File: src/rtl/ssog_pkg.sv
// Shared types, constants and microcode for the stereo sub-octave generator.
package ssog_pkg;

  // Default widths for the sample and filter-state formats
  localparam int SAMPLE_WIDTH_DEF = 16;
  localparam int STATE_WIDTH_DEF  = 24;

  // Configuration port geometry
  localparam int GAIN_W      = 16;
  localparam int CFG_INDEX_W = 2;
  localparam int CFG_DATA_W  = 16;

  typedef enum logic [CFG_INDEX_W-1:0] {
    CFG_ENABLE   = 2'd0,
    CFG_LP_COEFF = 2'd1,
    CFG_AMOUNT   = 2'd2,
    CFG_MIX      = 2'd3
  } cfg_index_t;

  localparam logic              ENABLE_RESET   = 1'b1;
  localparam logic [GAIN_W-1:0] LP_COEFF_RESET = 16'd683;
  localparam logic [GAIN_W-1:0] AMOUNT_RESET   = 16'd16384;
  localparam logic [GAIN_W-1:0] MIX_RESET      = 16'd16384;

  // 0.3 in Q0.16
  localparam logic [GAIN_W-1:0] DRY_SCALE = 16'd19661;

  // Dry gain in Q1.15: 1.0 - 0.3*mix, rounded
  function automatic logic [GAIN_W-1:0] dry_gain_of(input logic [GAIN_W-1:0] m);
    logic [31:0] p;
    p = 32'(m) * 32'(DRY_SCALE) + 32'd32768;
    return 16'(32'd32768 - 32'(p[31:16]));
  endfunction

  localparam logic [GAIN_W-1:0] DRY_GAIN_RESET = dry_gain_of(MIX_RESET);

  // Microcode geometry
  localparam int STEP_W    = 4;
  localparam int NUM_STEPS = 11;
  localparam logic [STEP_W-1:0] OUT_STEP = 4'd9;

  // Multiplier operand pair selected in a step
  typedef enum logic [2:0] {
    MUL_NONE = 3'd0,
    MUL_LP1  = 3'd1,
    MUL_LP2  = 3'd2,
    MUL_SUB  = 3'd3,
    MUL_DRY  = 3'd4,
    MUL_WET  = 3'd5
  } mul_op_t;

  // Register written from the product of the previous step
  typedef enum logic [2:0] {
    WR_NONE = 3'd0,
    WR_FS   = 3'd1,
    WR_SS   = 3'd2,
    WR_SUB  = 3'd3,
    WR_ACC  = 3'd4,
    WR_OUT  = 3'd5
  } wr_op_t;

  typedef struct packed {
    mul_op_t           mop;
    logic              mch;
    wr_op_t            wop;
    logic              wch;
    logic              jmp_byp;
    logic [STEP_W-1:0] target;
    logic              wait_out;
    logic              last;
  } ctrl_t;

  function automatic ctrl_t cw(input mul_op_t mop, input logic mch,
                               input wr_op_t wop, input logic wch);
    ctrl_t c;
    c          = '0;
    c.mop      = mop;
    c.mch      = mch;
    c.wop      = wop;
    c.wch      = wch;
    c.jmp_byp  = 1'b0;
    c.target   = '0;
    c.wait_out = 1'b0;
    c.last     = 1'b0;
    return c;
  endfunction

  // Program: both channels interleaved on one multiplier
  function automatic ctrl_t ucode(input logic [STEP_W-1:0] step);
    ctrl_t c;
    c = cw(MUL_NONE, 1'b0, WR_NONE, 1'b0);
    case (step)
      4'd0: begin
        c         = cw(MUL_LP1, 1'b0, WR_NONE, 1'b0);
        c.jmp_byp = 1'b1;
        c.target  = OUT_STEP;
      end
      4'd1: c = cw(MUL_LP1, 1'b1, WR_FS,  1'b0);
      4'd2: c = cw(MUL_LP2, 1'b0, WR_FS,  1'b1);
      4'd3: c = cw(MUL_LP2, 1'b1, WR_SS,  1'b0);
      4'd4: c = cw(MUL_SUB, 1'b0, WR_SS,  1'b1);
      4'd5: c = cw(MUL_SUB, 1'b1, WR_SUB, 1'b0);
      4'd6: c = cw(MUL_DRY, 1'b0, WR_SUB, 1'b1);
      4'd7: c = cw(MUL_DRY, 1'b1, WR_ACC, 1'b0);
      4'd8: c = cw(MUL_WET, 1'b0, WR_ACC, 1'b1);
      4'd9: begin
        c          = cw(MUL_WET, 1'b1, WR_OUT, 1'b0);
        c.wait_out = 1'b1;
      end
      4'd10: begin
        c      = cw(MUL_NONE, 1'b0, WR_OUT, 1'b1);
        c.last = 1'b1;
      end
      default: begin
        c      = cw(MUL_NONE, 1'b0, WR_NONE, 1'b0);
        c.last = 1'b1;
      end
    endcase
    return c;
  endfunction

endpackage

File: src/rtl/stereo_sub_octave_generator_unit.sv
// Top level of the stereo sub-octave generator: config registers and handshakes.
//
// Channel  Direction  Handshake             Payload
// in       input      in_valid / in_ready   left_in, right_in
// out      output     out_valid / out_ready left_out, right_out
// cfg      input      cfg_we (no wait)      cfg_index, cfg_data
//
// Enabled: a frame runs all 11 steps of the microcode and then returns to idle; one shared
// multiplier computes five products per channel.
// Disabled: the program jumps from the first step straight to the output steps.
// Reset loads the register defaults and clears the filter state and phases at once.
// The output step holds while the previous result waits; the input stays closed until
// the frame finishes.
module stereo_sub_octave_generator_unit #(
  parameter int SAMPLE_WIDTH = ssog_pkg::SAMPLE_WIDTH_DEF,
  parameter int STATE_WIDTH  = ssog_pkg::STATE_WIDTH_DEF
) (
  input  logic                                  clk,
  input  logic                                  rst,
  input  logic                                  in_valid,
  output logic                                  in_ready,
  input  logic signed [SAMPLE_WIDTH-1:0]        left_in,
  input  logic signed [SAMPLE_WIDTH-1:0]        right_in,
  output logic                                  out_valid,
  input  logic                                  out_ready,
  output logic signed [SAMPLE_WIDTH-1:0]        left_out,
  output logic signed [SAMPLE_WIDTH-1:0]        right_out,
  input  logic                                  cfg_we,
  input  logic [ssog_pkg::CFG_INDEX_W-1:0]      cfg_index,
  input  logic [ssog_pkg::CFG_DATA_W-1:0]       cfg_data
);

  logic                          enable;
  logic [ssog_pkg::GAIN_W-1:0]   lp_coeff;
  logic [ssog_pkg::GAIN_W-1:0]   amount;
  logic [ssog_pkg::GAIN_W-1:0]   mix;
  logic [ssog_pkg::GAIN_W-1:0]   dry_gain;
  logic                          bypass;
  logic signed [SAMPLE_WIDTH-1:0] x0;
  logic signed [SAMPLE_WIDTH-1:0] x1;
  logic                          start;
  logic                          idle;
  logic                          fire;
  logic                          out_busy;
  ssog_pkg::ctrl_t               ctrl;

  assign in_ready = idle;
  assign start    = in_valid && in_ready;
  assign out_busy = out_valid && !out_ready;

  // Configuration writes; dry gain follows mix
  always_ff @(posedge clk) begin
    if (rst) begin
      enable   <= ssog_pkg::ENABLE_RESET;
      lp_coeff <= ssog_pkg::LP_COEFF_RESET;
      amount   <= ssog_pkg::AMOUNT_RESET;
      mix      <= ssog_pkg::MIX_RESET;
      dry_gain <= ssog_pkg::DRY_GAIN_RESET;
    end else if (cfg_we) begin
      case (ssog_pkg::cfg_index_t'(cfg_index))
        ssog_pkg::CFG_ENABLE:   enable   <= cfg_data[0];
        ssog_pkg::CFG_LP_COEFF: lp_coeff <= cfg_data;
        ssog_pkg::CFG_AMOUNT:   amount   <= cfg_data;
        ssog_pkg::CFG_MIX: begin
          mix      <= cfg_data;
          dry_gain <= ssog_pkg::dry_gain_of(cfg_data);
        end
        default: begin
        end
      endcase
    end
  end

  // Capture the frame on each input transaction
  always_ff @(posedge clk) begin
    if (rst) begin
      bypass <= 1'b0;
    end else if (start) begin
      bypass <= !enable;
    end
  end

  always_ff @(posedge clk) begin
    if (start) begin
      x0 <= left_in;
      x1 <= right_in;
    end
  end

  // Raise valid after the last step, drop it on the output transaction
  always_ff @(posedge clk) begin
    if (rst) begin
      out_valid <= 1'b0;
    end else if (fire && ctrl.last) begin
      out_valid <= 1'b1;
    end else if (out_valid && out_ready) begin
      out_valid <= 1'b0;
    end
  end

  ssog_seq u_seq (
    .clk      (clk),
    .rst      (rst),
    .start    (start),
    .bypass   (bypass),
    .out_busy (out_busy),
    .ctrl     (ctrl),
    .fire     (fire),
    .idle     (idle)
  );

  ssog_dp #(
    .SAMPLE_WIDTH (SAMPLE_WIDTH),
    .STATE_WIDTH  (STATE_WIDTH)
  ) u_dp (
    .clk      (clk),
    .rst      (rst),
    .ctrl     (ctrl),
    .fire     (fire),
    .bypass   (bypass),
    .lp_coeff (lp_coeff),
    .amount   (amount),
    .mix      (mix),
    .dry_gain (dry_gain),
    .x0       (x0),
    .x1       (x1),
    .y0       (left_out),
    .y1       (right_out)
  );

  a_busy_after_accept: assert property (@(posedge clk) disable iff (rst)
    in_valid && in_ready |=> !in_ready)
    else $error("input accepted again before the frame finished");

  a_valid_from_last_step: assert property (@(posedge clk) disable iff (rst)
    $rose(out_valid) |-> $past(fire && ctrl.last))
    else $error("output valid raised outside the last step");

  a_no_result_overwrite: assert property (@(posedge clk) disable iff (rst)
    fire && ctrl.wop == ssog_pkg::WR_OUT |-> !out_valid || out_ready)
    else $error("pending result overwritten");

endmodule

File: src/rtl/ssog_seq.sv
// Microcode sequencer: step counter, control ROM and bypass jump.
module ssog_seq (
  input  logic            clk,
  input  logic            rst,
  input  logic            start,
  input  logic            bypass,
  input  logic            out_busy,
  output ssog_pkg::ctrl_t ctrl,
  output logic            fire,
  output logic            idle
);

  typedef enum logic [1:0] {
    ST_IDLE = 2'b01,
    ST_RUN  = 2'b10
  } seq_state_t;

  seq_state_t                      state;
  seq_state_t                      state_next;
  logic [ssog_pkg::STEP_W-1:0]     step;
  logic [ssog_pkg::STEP_W-1:0]     step_next;

  // Fetch the control word of the current step
  assign ctrl = ssog_pkg::ucode(step);
  assign idle = (state == ST_IDLE);

  // Hold the output step while the previous result is still pending
  assign fire = (state == ST_RUN) && !(ctrl.wait_out && out_busy);

  // Advance, jump or finish
  always_comb begin
    state_next = state;
    step_next  = step;
    case (state)
      ST_IDLE: begin
        if (start) begin
          state_next = ST_RUN;
          step_next  = '0;
        end
      end
      ST_RUN: begin
        if (fire) begin
          if (ctrl.last) begin
            state_next = ST_IDLE;
          end else if (ctrl.jmp_byp && bypass) begin
            step_next = ctrl.target;
          end else begin
            step_next = step + 1'b1;
          end
        end
      end
      default: begin
        state_next = ST_IDLE;
      end
    endcase
  end

  always_ff @(posedge clk) begin
    if (rst) begin
      state <= ST_IDLE;
      step  <= '0;
    end else begin
      state <= state_next;
      step  <= step_next;
    end
  end

  a_step_in_program: assert property (@(posedge clk) disable iff (rst)
    state == ST_RUN |-> 32'(step) < ssog_pkg::NUM_STEPS)
    else $error("sequencer step outside the program");

endmodule

File: src/rtl/ssog_dp.sv
// Datapath: shared multiplier, filter state, sub-octave phase and output mix.
module ssog_dp #(
  parameter int SAMPLE_WIDTH = ssog_pkg::SAMPLE_WIDTH_DEF,
  parameter int STATE_WIDTH  = ssog_pkg::STATE_WIDTH_DEF
) (
  input  logic                                clk,
  input  logic                                rst,
  input  ssog_pkg::ctrl_t                     ctrl,
  input  logic                                fire,
  input  logic                                bypass,
  input  logic [ssog_pkg::GAIN_W-1:0]         lp_coeff,
  input  logic [ssog_pkg::GAIN_W-1:0]         amount,
  input  logic [ssog_pkg::GAIN_W-1:0]         mix,
  input  logic [ssog_pkg::GAIN_W-1:0]         dry_gain,
  input  logic signed [SAMPLE_WIDTH-1:0]      x0,
  input  logic signed [SAMPLE_WIDTH-1:0]      x1,
  output logic signed [SAMPLE_WIDTH-1:0]      y0,
  output logic signed [SAMPLE_WIDTH-1:0]      y1
);

  localparam int XW   = SAMPLE_WIDTH;
  localparam int SW   = STATE_WIDTH;
  localparam int D    = SW - XW;
  localparam int ND   = (D < 0) ? -D : 0;
  localparam int AW   = SW + 2;
  localparam int BW   = ssog_pkg::GAIN_W + 1;
  localparam int PW   = AW + BW;
  localparam int UW   = SW + 3;
  localparam int SUMW = SW + 4;
  localparam int YW   = SUMW + ND;

  logic signed [XW-1:0]   xin [2];
  logic signed [SW-1:0]   xs [2];
  logic signed [SW-1:0]   fs [2];
  logic signed [SW-1:0]   ss [2];
  logic                   lneg [2];
  logic                   phase [2];
  logic signed [AW-1:0]   sub [2];
  logic signed [SW:0]     acc [2];
  logic signed [XW-1:0]   y [2];
  logic signed [PW-1:0]   prod;

  logic signed [AW-1:0]   a;
  logic signed [BW-1:0]   b;
  logic signed [PW-1:0]   mul;
  logic signed [AW-1:0]   bass;
  logic signed [AW-1:0]   mag;
  logic signed [AW-1:0]   smag;
  logic signed [SW-1:0]   cur;
  logic signed [UW-1:0]   upd_sum;
  logic signed [SW-1:0]   upd_sat;
  logic signed [UW-1:0]   wet;
  logic signed [SUMW-1:0] sum;
  logic signed [YW-1:0]   yr;
  logic signed [XW-1:0]   ysat;

  assign xin[0] = x0;
  assign xin[1] = x1;
  assign y0     = y[0];
  assign y1     = y[1];

  // Bring samples into the state format
  for (genvar c = 0; c < 2; c++) begin : g_xs
    if (D >= 0) begin : g_up
      assign xs[c] = SW'(xin[c]) <<< D;
    end else begin : g_dn
      assign xs[c] = SW'(xin[c] >>> ND);
    end
  end

  // Signed sub magnitude: +|bass| when phase set, -|bass| otherwise
  assign bass = AW'(ss[ctrl.mch]);
  assign mag  = bass[AW-1] ? -bass : bass;
  assign smag = phase[ctrl.mch] ? mag : -mag;

  // Select multiplier operands
  always_comb begin
    a = '0;
    b = '0;
    case (ctrl.mop)
      ssog_pkg::MUL_LP1: begin
        a = AW'(xs[ctrl.mch]) - AW'(fs[ctrl.mch]);
        b = $signed({1'b0, lp_coeff});
      end
      ssog_pkg::MUL_LP2: begin
        a = AW'(fs[ctrl.mch]) - AW'(ss[ctrl.mch]);
        b = $signed({1'b0, lp_coeff});
      end
      ssog_pkg::MUL_SUB: begin
        a = smag;
        b = $signed({1'b0, amount});
      end
      ssog_pkg::MUL_DRY: begin
        a = AW'(xs[ctrl.mch]);
        b = $signed({1'b0, dry_gain});
      end
      ssog_pkg::MUL_WET: begin
        a = sub[ctrl.mch];
        b = $signed({1'b0, mix});
      end
      default: begin
        a = '0;
        b = '0;
      end
    endcase
  end

  assign mul = a * b;

  always_ff @(posedge clk) begin
    if (fire && ctrl.mop != ssog_pkg::MUL_NONE) begin
      prod <= mul;
    end
  end

  // Filter stage update: state + floor(prod / 2^16), saturated
  assign cur     = (ctrl.wop == ssog_pkg::WR_SS) ? ss[ctrl.wch] : fs[ctrl.wch];
  assign upd_sum = UW'(cur) + $signed(prod[PW-1:16]);
  always_comb begin
    if (&upd_sum[UW-1:SW-1] || ~|upd_sum[UW-1:SW-1]) begin
      upd_sat = SW'(upd_sum);
    end else if (upd_sum[UW-1]) begin
      upd_sat = {1'b1, {(SW-1){1'b0}}};
    end else begin
      upd_sat = {1'b0, {(SW-1){1'b1}}};
    end
  end

  // Output: dry + wet, round half up into the sample format (when the state is wider), saturate
  assign wet = $signed(prod[SW+17:15]);
  assign sum = SUMW'(acc[ctrl.wch]) + SUMW'(wet);

  if (D > 0) begin : g_round
    localparam logic signed [SUMW-1:0] HALF = SUMW'(1) <<< (D - 1);
    assign yr = (sum + HALF) >>> D;
  end else if (D == 0) begin : g_same
    assign yr = sum;
  end else begin : g_widen
    assign yr = YW'(sum) <<< ND;
  end

  always_comb begin
    if (&yr[YW-1:XW-1] || ~|yr[YW-1:XW-1]) begin
      ysat = XW'(yr);
    end else if (yr[YW-1]) begin
      ysat = {1'b1, {(XW-1){1'b0}}};
    end else begin
      ysat = {1'b0, {(XW-1){1'b1}}};
    end
  end

  // Filter state and sub-octave phase
  always_ff @(posedge clk) begin
    if (rst) begin
      for (int c = 0; c < 2; c++) begin
        fs[c]    <= '0;
        ss[c]    <= '0;
        lneg[c]  <= 1'b0;
        phase[c] <= 1'b0;
      end
    end else if (fire) begin
      case (ctrl.wop)
        ssog_pkg::WR_FS: begin
          fs[ctrl.wch] <= upd_sat;
        end
        ssog_pkg::WR_SS: begin
          ss[ctrl.wch]   <= upd_sat;
          lneg[ctrl.wch] <= upd_sat[SW-1];
          // toggle on every sign change of the bass
          if (upd_sat[SW-1] != lneg[ctrl.wch]) begin
            phase[ctrl.wch] <= !phase[ctrl.wch];
          end
        end
        default: begin
        end
      endcase
    end
  end

  // Intermediate products and results
  always_ff @(posedge clk) begin
    if (fire) begin
      case (ctrl.wop)
        ssog_pkg::WR_SUB: sub[ctrl.wch] <= $signed(prod[AW+14:15]);
        ssog_pkg::WR_ACC: acc[ctrl.wch] <= $signed(prod[SW+15:15]);
        ssog_pkg::WR_OUT: y[ctrl.wch]   <= bypass ? xin[ctrl.wch] : ysat;
        default: begin
        end
      endcase
    end
  end

endmodule
File: config.mk
export PLATFORM = sky130hd
export DESIGN_NAME = stereo_sub_octave_generator_unit
export DESIGN_NICKNAME = d
export VERILOG_FILES = /design/src/rtl/ssog_pkg.sv /design/src/rtl/stereo_sub_octave_generator_unit.sv /design/src/rtl/ssog_seq.sv /design/src/rtl/ssog_dp.sv
export SDC_FILE = /design/constraint.sdc
export NUM_CORES = 2
export LEC_CHECK = 0
export BUFFER_PORTS_ARGS = -buffer_cell sky130_fd_sc_hd__clkbuf_2
export CAP_MARGIN = 20
export CORE_AREA = 2 2 307 309
export DETAILED_ROUTE_END_ITERATION = 8
export DIE_AREA = 0 0 309 311
export GPL_ROUTABILITY_DRIVEN = 0
export PLACE_DENSITY = 0.64
export SLEW_MARGIN = 20
export SYNTH_ARGS = -nofsm -noshare
export SYNTH_HDL_FRONTEND = slang
export SYNTH_SLANG_ARGS = --single-unit
export TNS_END_PERCENT = 50
File: constraint.sdc
create_clock -name clk -period 25.7 [get_ports clk]
set_input_delay 7.71 -clock clk [delete_from_list [all_inputs] [get_ports clk]]
set_output_delay 7.71 -clock clk [all_outputs]
set_load 0.01 [all_outputs]
# After elaboration in Yosys (flattened, before gate mapping)
# Memory sizes are Yosys's and may differ from the RTL's. A register that Yosys moved wholly into a read port is not among the register bits.
# Cells that the tools add are included.
# classes
n_addsub	10
mul	2
magnitude_cmp	2
n_eq_ne	20
mux	65
bitwise	2
n_reduce_logical	35
# op_table
operator	n
24-bit two-way mux	8
26-bit one-hot mux with 5 select lines	1
16-bit two-way mux	6
16-bit one-hot mux with 4 select lines	1
26-bit two-way mux	2
24-bit by 24-bit subtractor with 25-bit output	2
24-bit OR reduction	2
26-bit by 17-bit multiplier with 43-bit output	1
1-bit two-way mux	36
31-bit by 16-bit adder with 32-bit output (second input constant)	1
16-bit by 15-bit multiplier with 31-bit output (second input constant)	1
25-bit by 27-bit adder with 28-bit output	1
28-bit by 9-bit adder with 28-bit output (second input constant)	1
24-bit by 27-bit adder with 27-bit output	1
24-bit negation with 26-bit output	1
26-bit negation	1
4-bit two-way mux	6
16-bit subtractor (first input constant)	1
3-bit by 2-bit equality test with 1-bit output (second input constant)	4
3-bit equality test (second input constant)	4
1-bit logical AND	8
4-bit one-hot mux with 2 select lines	1
2-bit AND reduction	4
4-bit AND reduction	2
22 further kinds	40
# word_totals
regBits	148
ramBits	234
romBits	208
elab_cells	156
memories	8
# memory_table
name	depth	word_bits	read_ports	rd_ports_with_merged_regs	wr	line_no	source
(no name shown)	16	13	1	1	0	ssog_pkg.sv:92	case (step)
u_dp.sub	2	26	1	0	1	ssog_dp.sv:38	logic signed [AW-1:0] sub [2];
u_dp.acc	2	25	1	0	1	ssog_dp.sv:39	logic signed [SW:0] acc [2];
u_dp.fs	2	24	2	0	2	ssog_dp.sv:34	logic signed [SW-1:0] fs [2];
u_dp.ss	2	24	2	0	2	ssog_dp.sv:35	logic signed [SW-1:0] ss [2];
u_dp.y	2	16	2	0	1	ssog_dp.sv:40	logic signed [XW-1:0] y [2];
+2 memories	n/a	n/a	n/a	n/a	n/a	n/a	

# Longest topological paths before layout
# logic_depth
word_depth	15
ltp_mapped	48
mapped_depth_nobuf	40

# Cells and area by module
# A second synthesis with hierarchy kept.
# hier_totals
hier_cells	4326
area_unflattened_um2	41991.5
# by_module_without_submodules
mod	n_inst	cells_per_inst	area_each_um2
ssog_dp	1	3350	32751.4
stereo_sub_octave_generator_unit	1	887	8389.3
ssog_seq	1	89	850.8

# Worst setup path before layout
# Ideal clock, no wire load.
# synth_timing
path_kind	input port to flip-flop
from	input port cfg_data[5] (netlist name)
to	register dry_gain[9] (netlist name)
setup_ns	0.091
arrival_time_ns	13.547
slack_ns	12.062
cell_stages	21
path_cell_list	ha_1 -> inv_1 -> fa_1 -> inv_1 -> fa_1 -> inv_1 -> fa_1 -> fa_1 -> fa_1 -> inv_1 -> ha_1 -> and2_1 -> a221oi_1 -> o211ai_1 -> a31o_2 -> mux2i_1 -> nor4_1 -> nand2_1 -> a221o_1 -> or3_1 -> a311oi_1
# synth_via
elab_chain_len	3
# synth_lines
item	line_no	source
start, declared	stereo_sub_octave_generator_unit.sv:30	input logic [ssog_pkg::CFG_DATA_W-1:0] cfg_data
16-bit by 15-bit multiplier with 31-bit output	ssog_pkg.sv:31	p = 32'(m) * 32'(DRY_SCALE) + 32'd32768;
31-bit by 16-bit adder with 32-bit output	ssog_pkg.sv:31	
16-bit subtractor	ssog_pkg.sv:32	return 16'(32'd32768 - 32'(p[31:16]));
end signal, assigned	stereo_sub_octave_generator_unit.sv:58	dry_gain <= ssog_pkg::DRY_GAIN_RESET;
end signal, assigned	stereo_sub_octave_generator_unit.sv:66	dry_gain <= ssog_pkg::dry_gain_of(cfg_data);
end, declared	stereo_sub_octave_generator_unit.sv:37	logic [ssog_pkg::GAIN_W-1:0] dry_gain;
# Every way passes these cells.
# A chain may end at the register's enable or synchronous reset.

# Worst setup path after layout
# layout_timing
from	input port cfg_data[6] (netlist name)
to	register dry_gain[9] (netlist name)
# The elaborated chain is that of the path after synthesis.

==> reports/qor.csv <==
stage,metric,value,unit
status,status,finished clean,
floorplan,start_util,44.7,%
worst_setup_path,crit_type,primary input to flip-flop,
worst_setup_path,start_kind,primary input,
clock_network,clk_path_buf_depth,3,
cells_and_area,n_fill_cell,8774,
flow_run,maxCapViolCount,0,
cells_and_area,antenna_cells,0,
floorplan,io_pins,89,
clock_network,cts_setup_buffers,0,
clock_network,cts_tree,built,
timing,setup_tns,0,ps
timing,post-route-period-util,53.9,%
timing,rsz0062_at_grt,no,
clock_network,cts_max_level,2,
worst_setup_path,critPathArrivalTime,14360,ps
synthesis,synth_fp_nets,5160,
synthesis,ys.flop_type,edfxtp_1,
drt,wl,119,mm
synthesis,synth_async_sr_flop_share,0,%
clock_network,cts_resized,0,
clock_network,post_cts_hold_buffer_count,0,
cells_and_area,drive_above_1_share,9.25,%
synthesis,synth_warnings,0,
timing,max_slew_margin,26.9,%
min_path,hold_depth,2,
floorplan,rows,112,
grt,grt-ovfl-total,0,
drt,postRouteAntennaNets,0,
timing,drv_slew,0,
timing,max_slew.worst_pin.slew,1100,ps
drt,dr.pass1.iters,6,
synthesis,synth.distinct_cells,94,
timing,min_period,13860,ps
worst_setup_path,crit_fanout,9,
floorplan,die_x,309,um
cells_and_area,final_cell_mix,"inv_1, nand2_1, fa_1",
placement,placed_area,43400,um2
clock_network,numCtsBuffers,40,
grt,grt_max_degree,124,
timing,fin_skew,45.6,ps
worst_setup_path,cp.required,26200,ps
clock_network,cts.clk_slew.worst_paths,70,ps
synthesis,syn_inst,4256,
grt,grt_pass1_vias,32100,
floorplan,coreArea,92800,um2
timing,setup_viol,0,
cells_and_area,nets,5209,
clock_network,root_buffer,clkbuf_16,
cells_and_area,mostFrequentLayoutCell,inv_1,
grt,grt_antenna_before_repair,0,
min_path,hold_path.class,flip-flop to flip-flop,
grt,grt_pass1_wl,186,mm
synthesis,syn-cell-area,41400,um2
cells_and_area,final_util,48.3,%
drt,route.detailed.drc,0,
drt,via_per_inst,5.63,
floorplan,die_height,311,um
floorplan,die_area,96100,um2
clock_network,clock-sinks,376,
placement,port_buffers,88,
synthesis,ys_seq_area_share,25.2,%
drt,drtIter0Drc,2821,
synthesis,synth_area_per_cell,9.73,um2
timing,fmax,72.1,MHz
drt,post_drt_wl_per_cell,21.2,um
cells_and_area,finalInstanceArea,44800,um2
worst_setup_path,crit_path_end_kind,flip-flop,
placement,dp_hpwl,93.1,mm
timing,hold_viol,0,
worst_setup_path,r2r_cells,37,
synthesis,synth_edf_count,292,
cells_and_area,area_growth,8.06,%
drt,dr_total_vias,31500,
synthesis,synth-seq-cells,376,
grt,grt_usage,25.0,%
clock_network,insertion_delay,610,ps
## worst paths after layout
check / from / endpoint / slack, ps
worst min register to register: mix[9] / mix[9] / 450
worst min-delay path: mix[9] / mix[9] / 450
worst max-delay path: cfg_data[6] / dry_gain[9] / 11840
worst max register to register: u_seq.ctrl[11] / u_dp.prod[41] / 13720
## synthesized netlist by cell type, types with 7 or more instances
master / n / area (um2)
edfxtp_1: 292 / 8770
nand3_1: 46 / 230
a222oi_1: 10 / 100
xnor2_1: 105 / 920
mux2_2: 79 / 890
nand2b_1: 36 / 225
nor4_1: 9 / 56.3
mux4_2: 24 / 541
or2_2: 20 / 125
a221o_1: 19 / 190
a211o_1: 10 / 87.6
a21oi_1: 194 / 971
fa_1: 478 / 9570
a221oi_1: 11 / 96.3
o21a_1: 14 / 105
mux2i_1: 85 / 851
and3_1: 19 / 119
a22oi_1: 7 / 52.6
xor2_1: 51 / 447
dfxtp_1: 84 / 1680
a31oi_1: 25 / 156
inv_1: 657 / 2470
nor3_1: 64 / 320
and2_1: 74 / 463
buf_1: 12 / 45.0
a211oi_1: 22 / 165
o21bai_1: 14 / 105
nand3b_1: 11 / 82.6
ha_1: 371 / 4640
nor3b_1: 11 / 82.6
o31ai_1: 14 / 105
nand2_1: 489 / 1840
o22ai_1: 15 / 93.8
o21ai_1: 7 / 35.0
a21o_1: 79 / 593
nor2_1: 277 / 1040
nor2b_1: 60 / 375
o21ai_0: 136 / 681
or3_1: 23 / 144
buf_2: 18 / 90.1
nand4_1: 16 / 100
clkbuf_1: 120 / 450
a31o_2: 8 / 70.1
o211ai_1: 16 / 120
## registers in the layout (all words and copies together) (netlist names), 4 cells and up
register    count
lp_coeff       16
x0             16
u_dp.prod      28
u_dp.ss        46
u_seq.step      4
u_seq.ctrl     11
amount         16
u_dp.sub       52
dry_gain       16
u_dp.fs        48
u_dp.acc       50
mix            16
u_dp.y         32
x1             16
## layer usage
layer  vias up  part of all wire (%)  track usage [%]  wire (um)
li1      14400                     -                -          -
met3       215                   7.1             3.34       8400
met4         0                   3.5             7.98       4150
met1     15600                    42             33.9      50300
met5         -                     0                0          0
met2      1275                    47             41.4      56000
## cells by family (layout without fill, tap and decap cells)
group                    after synthesis  after routing  share of synthesized area [%]
AND/OR/NAND/NOR                     1200           1200                           13.5
AO/OA/AOI/OAI                        672            672                           10.6
adder cells (fa/ha/maj)              849            849                           34.3
flip-flops                           376            376                           25.2
multiplexers                         189            189                           5.54
XOR/XNOR                             156            156                           3.30
buffers and inverters                814            894                           7.49
## layout make-up
class / count / area, um2 / area share [%]
multi-input combinational: 3066 / 27900 / 62.4
sequential: 376 / 10500 / 23.4
inverter: 658 / 2470 / 5.52
tap: 1254 / 1570 / 3.50
clock buffer: 51 / 1090 / 2.44
timing repair buffer: 163 / 1020 / 2.27
clock inverter: 22 / 234 / 0.523
## through the flow
step / hold WS [ps] / std cells / worst slack (ps)
final: 452 / 5590 / 11840
after global routing: 471 / 5590 / 11460
after CTS: 450 / 5590 / 11850
after detailed placement: 443 / 5517 / 11220
after global placement: 441 / 5517 / 11360
after floorplan: 413 / 4256 / 12060
## critical path, stage by stage
cell and delay (ps):
clkbuf_2 230, ha_1 340, inv_1 70, fa_1 480
inv_1 60, fa_1 530, inv_1 60, fa_1 500
fa_1 510, fa_1 540, inv_1 40, ha_1 360
a21oi_1 100, o21ai_1 350, o21ai_0 150, or4_1 470
o2111a_1 200, nor4_1 430, nand2_1 240, a221o_1 410
or3_1 310, a311oi_1 260
Power is left out: the tool's default activity adds up to more than one toggle a clock period on the data nets, which glitch-free logic cannot reach.
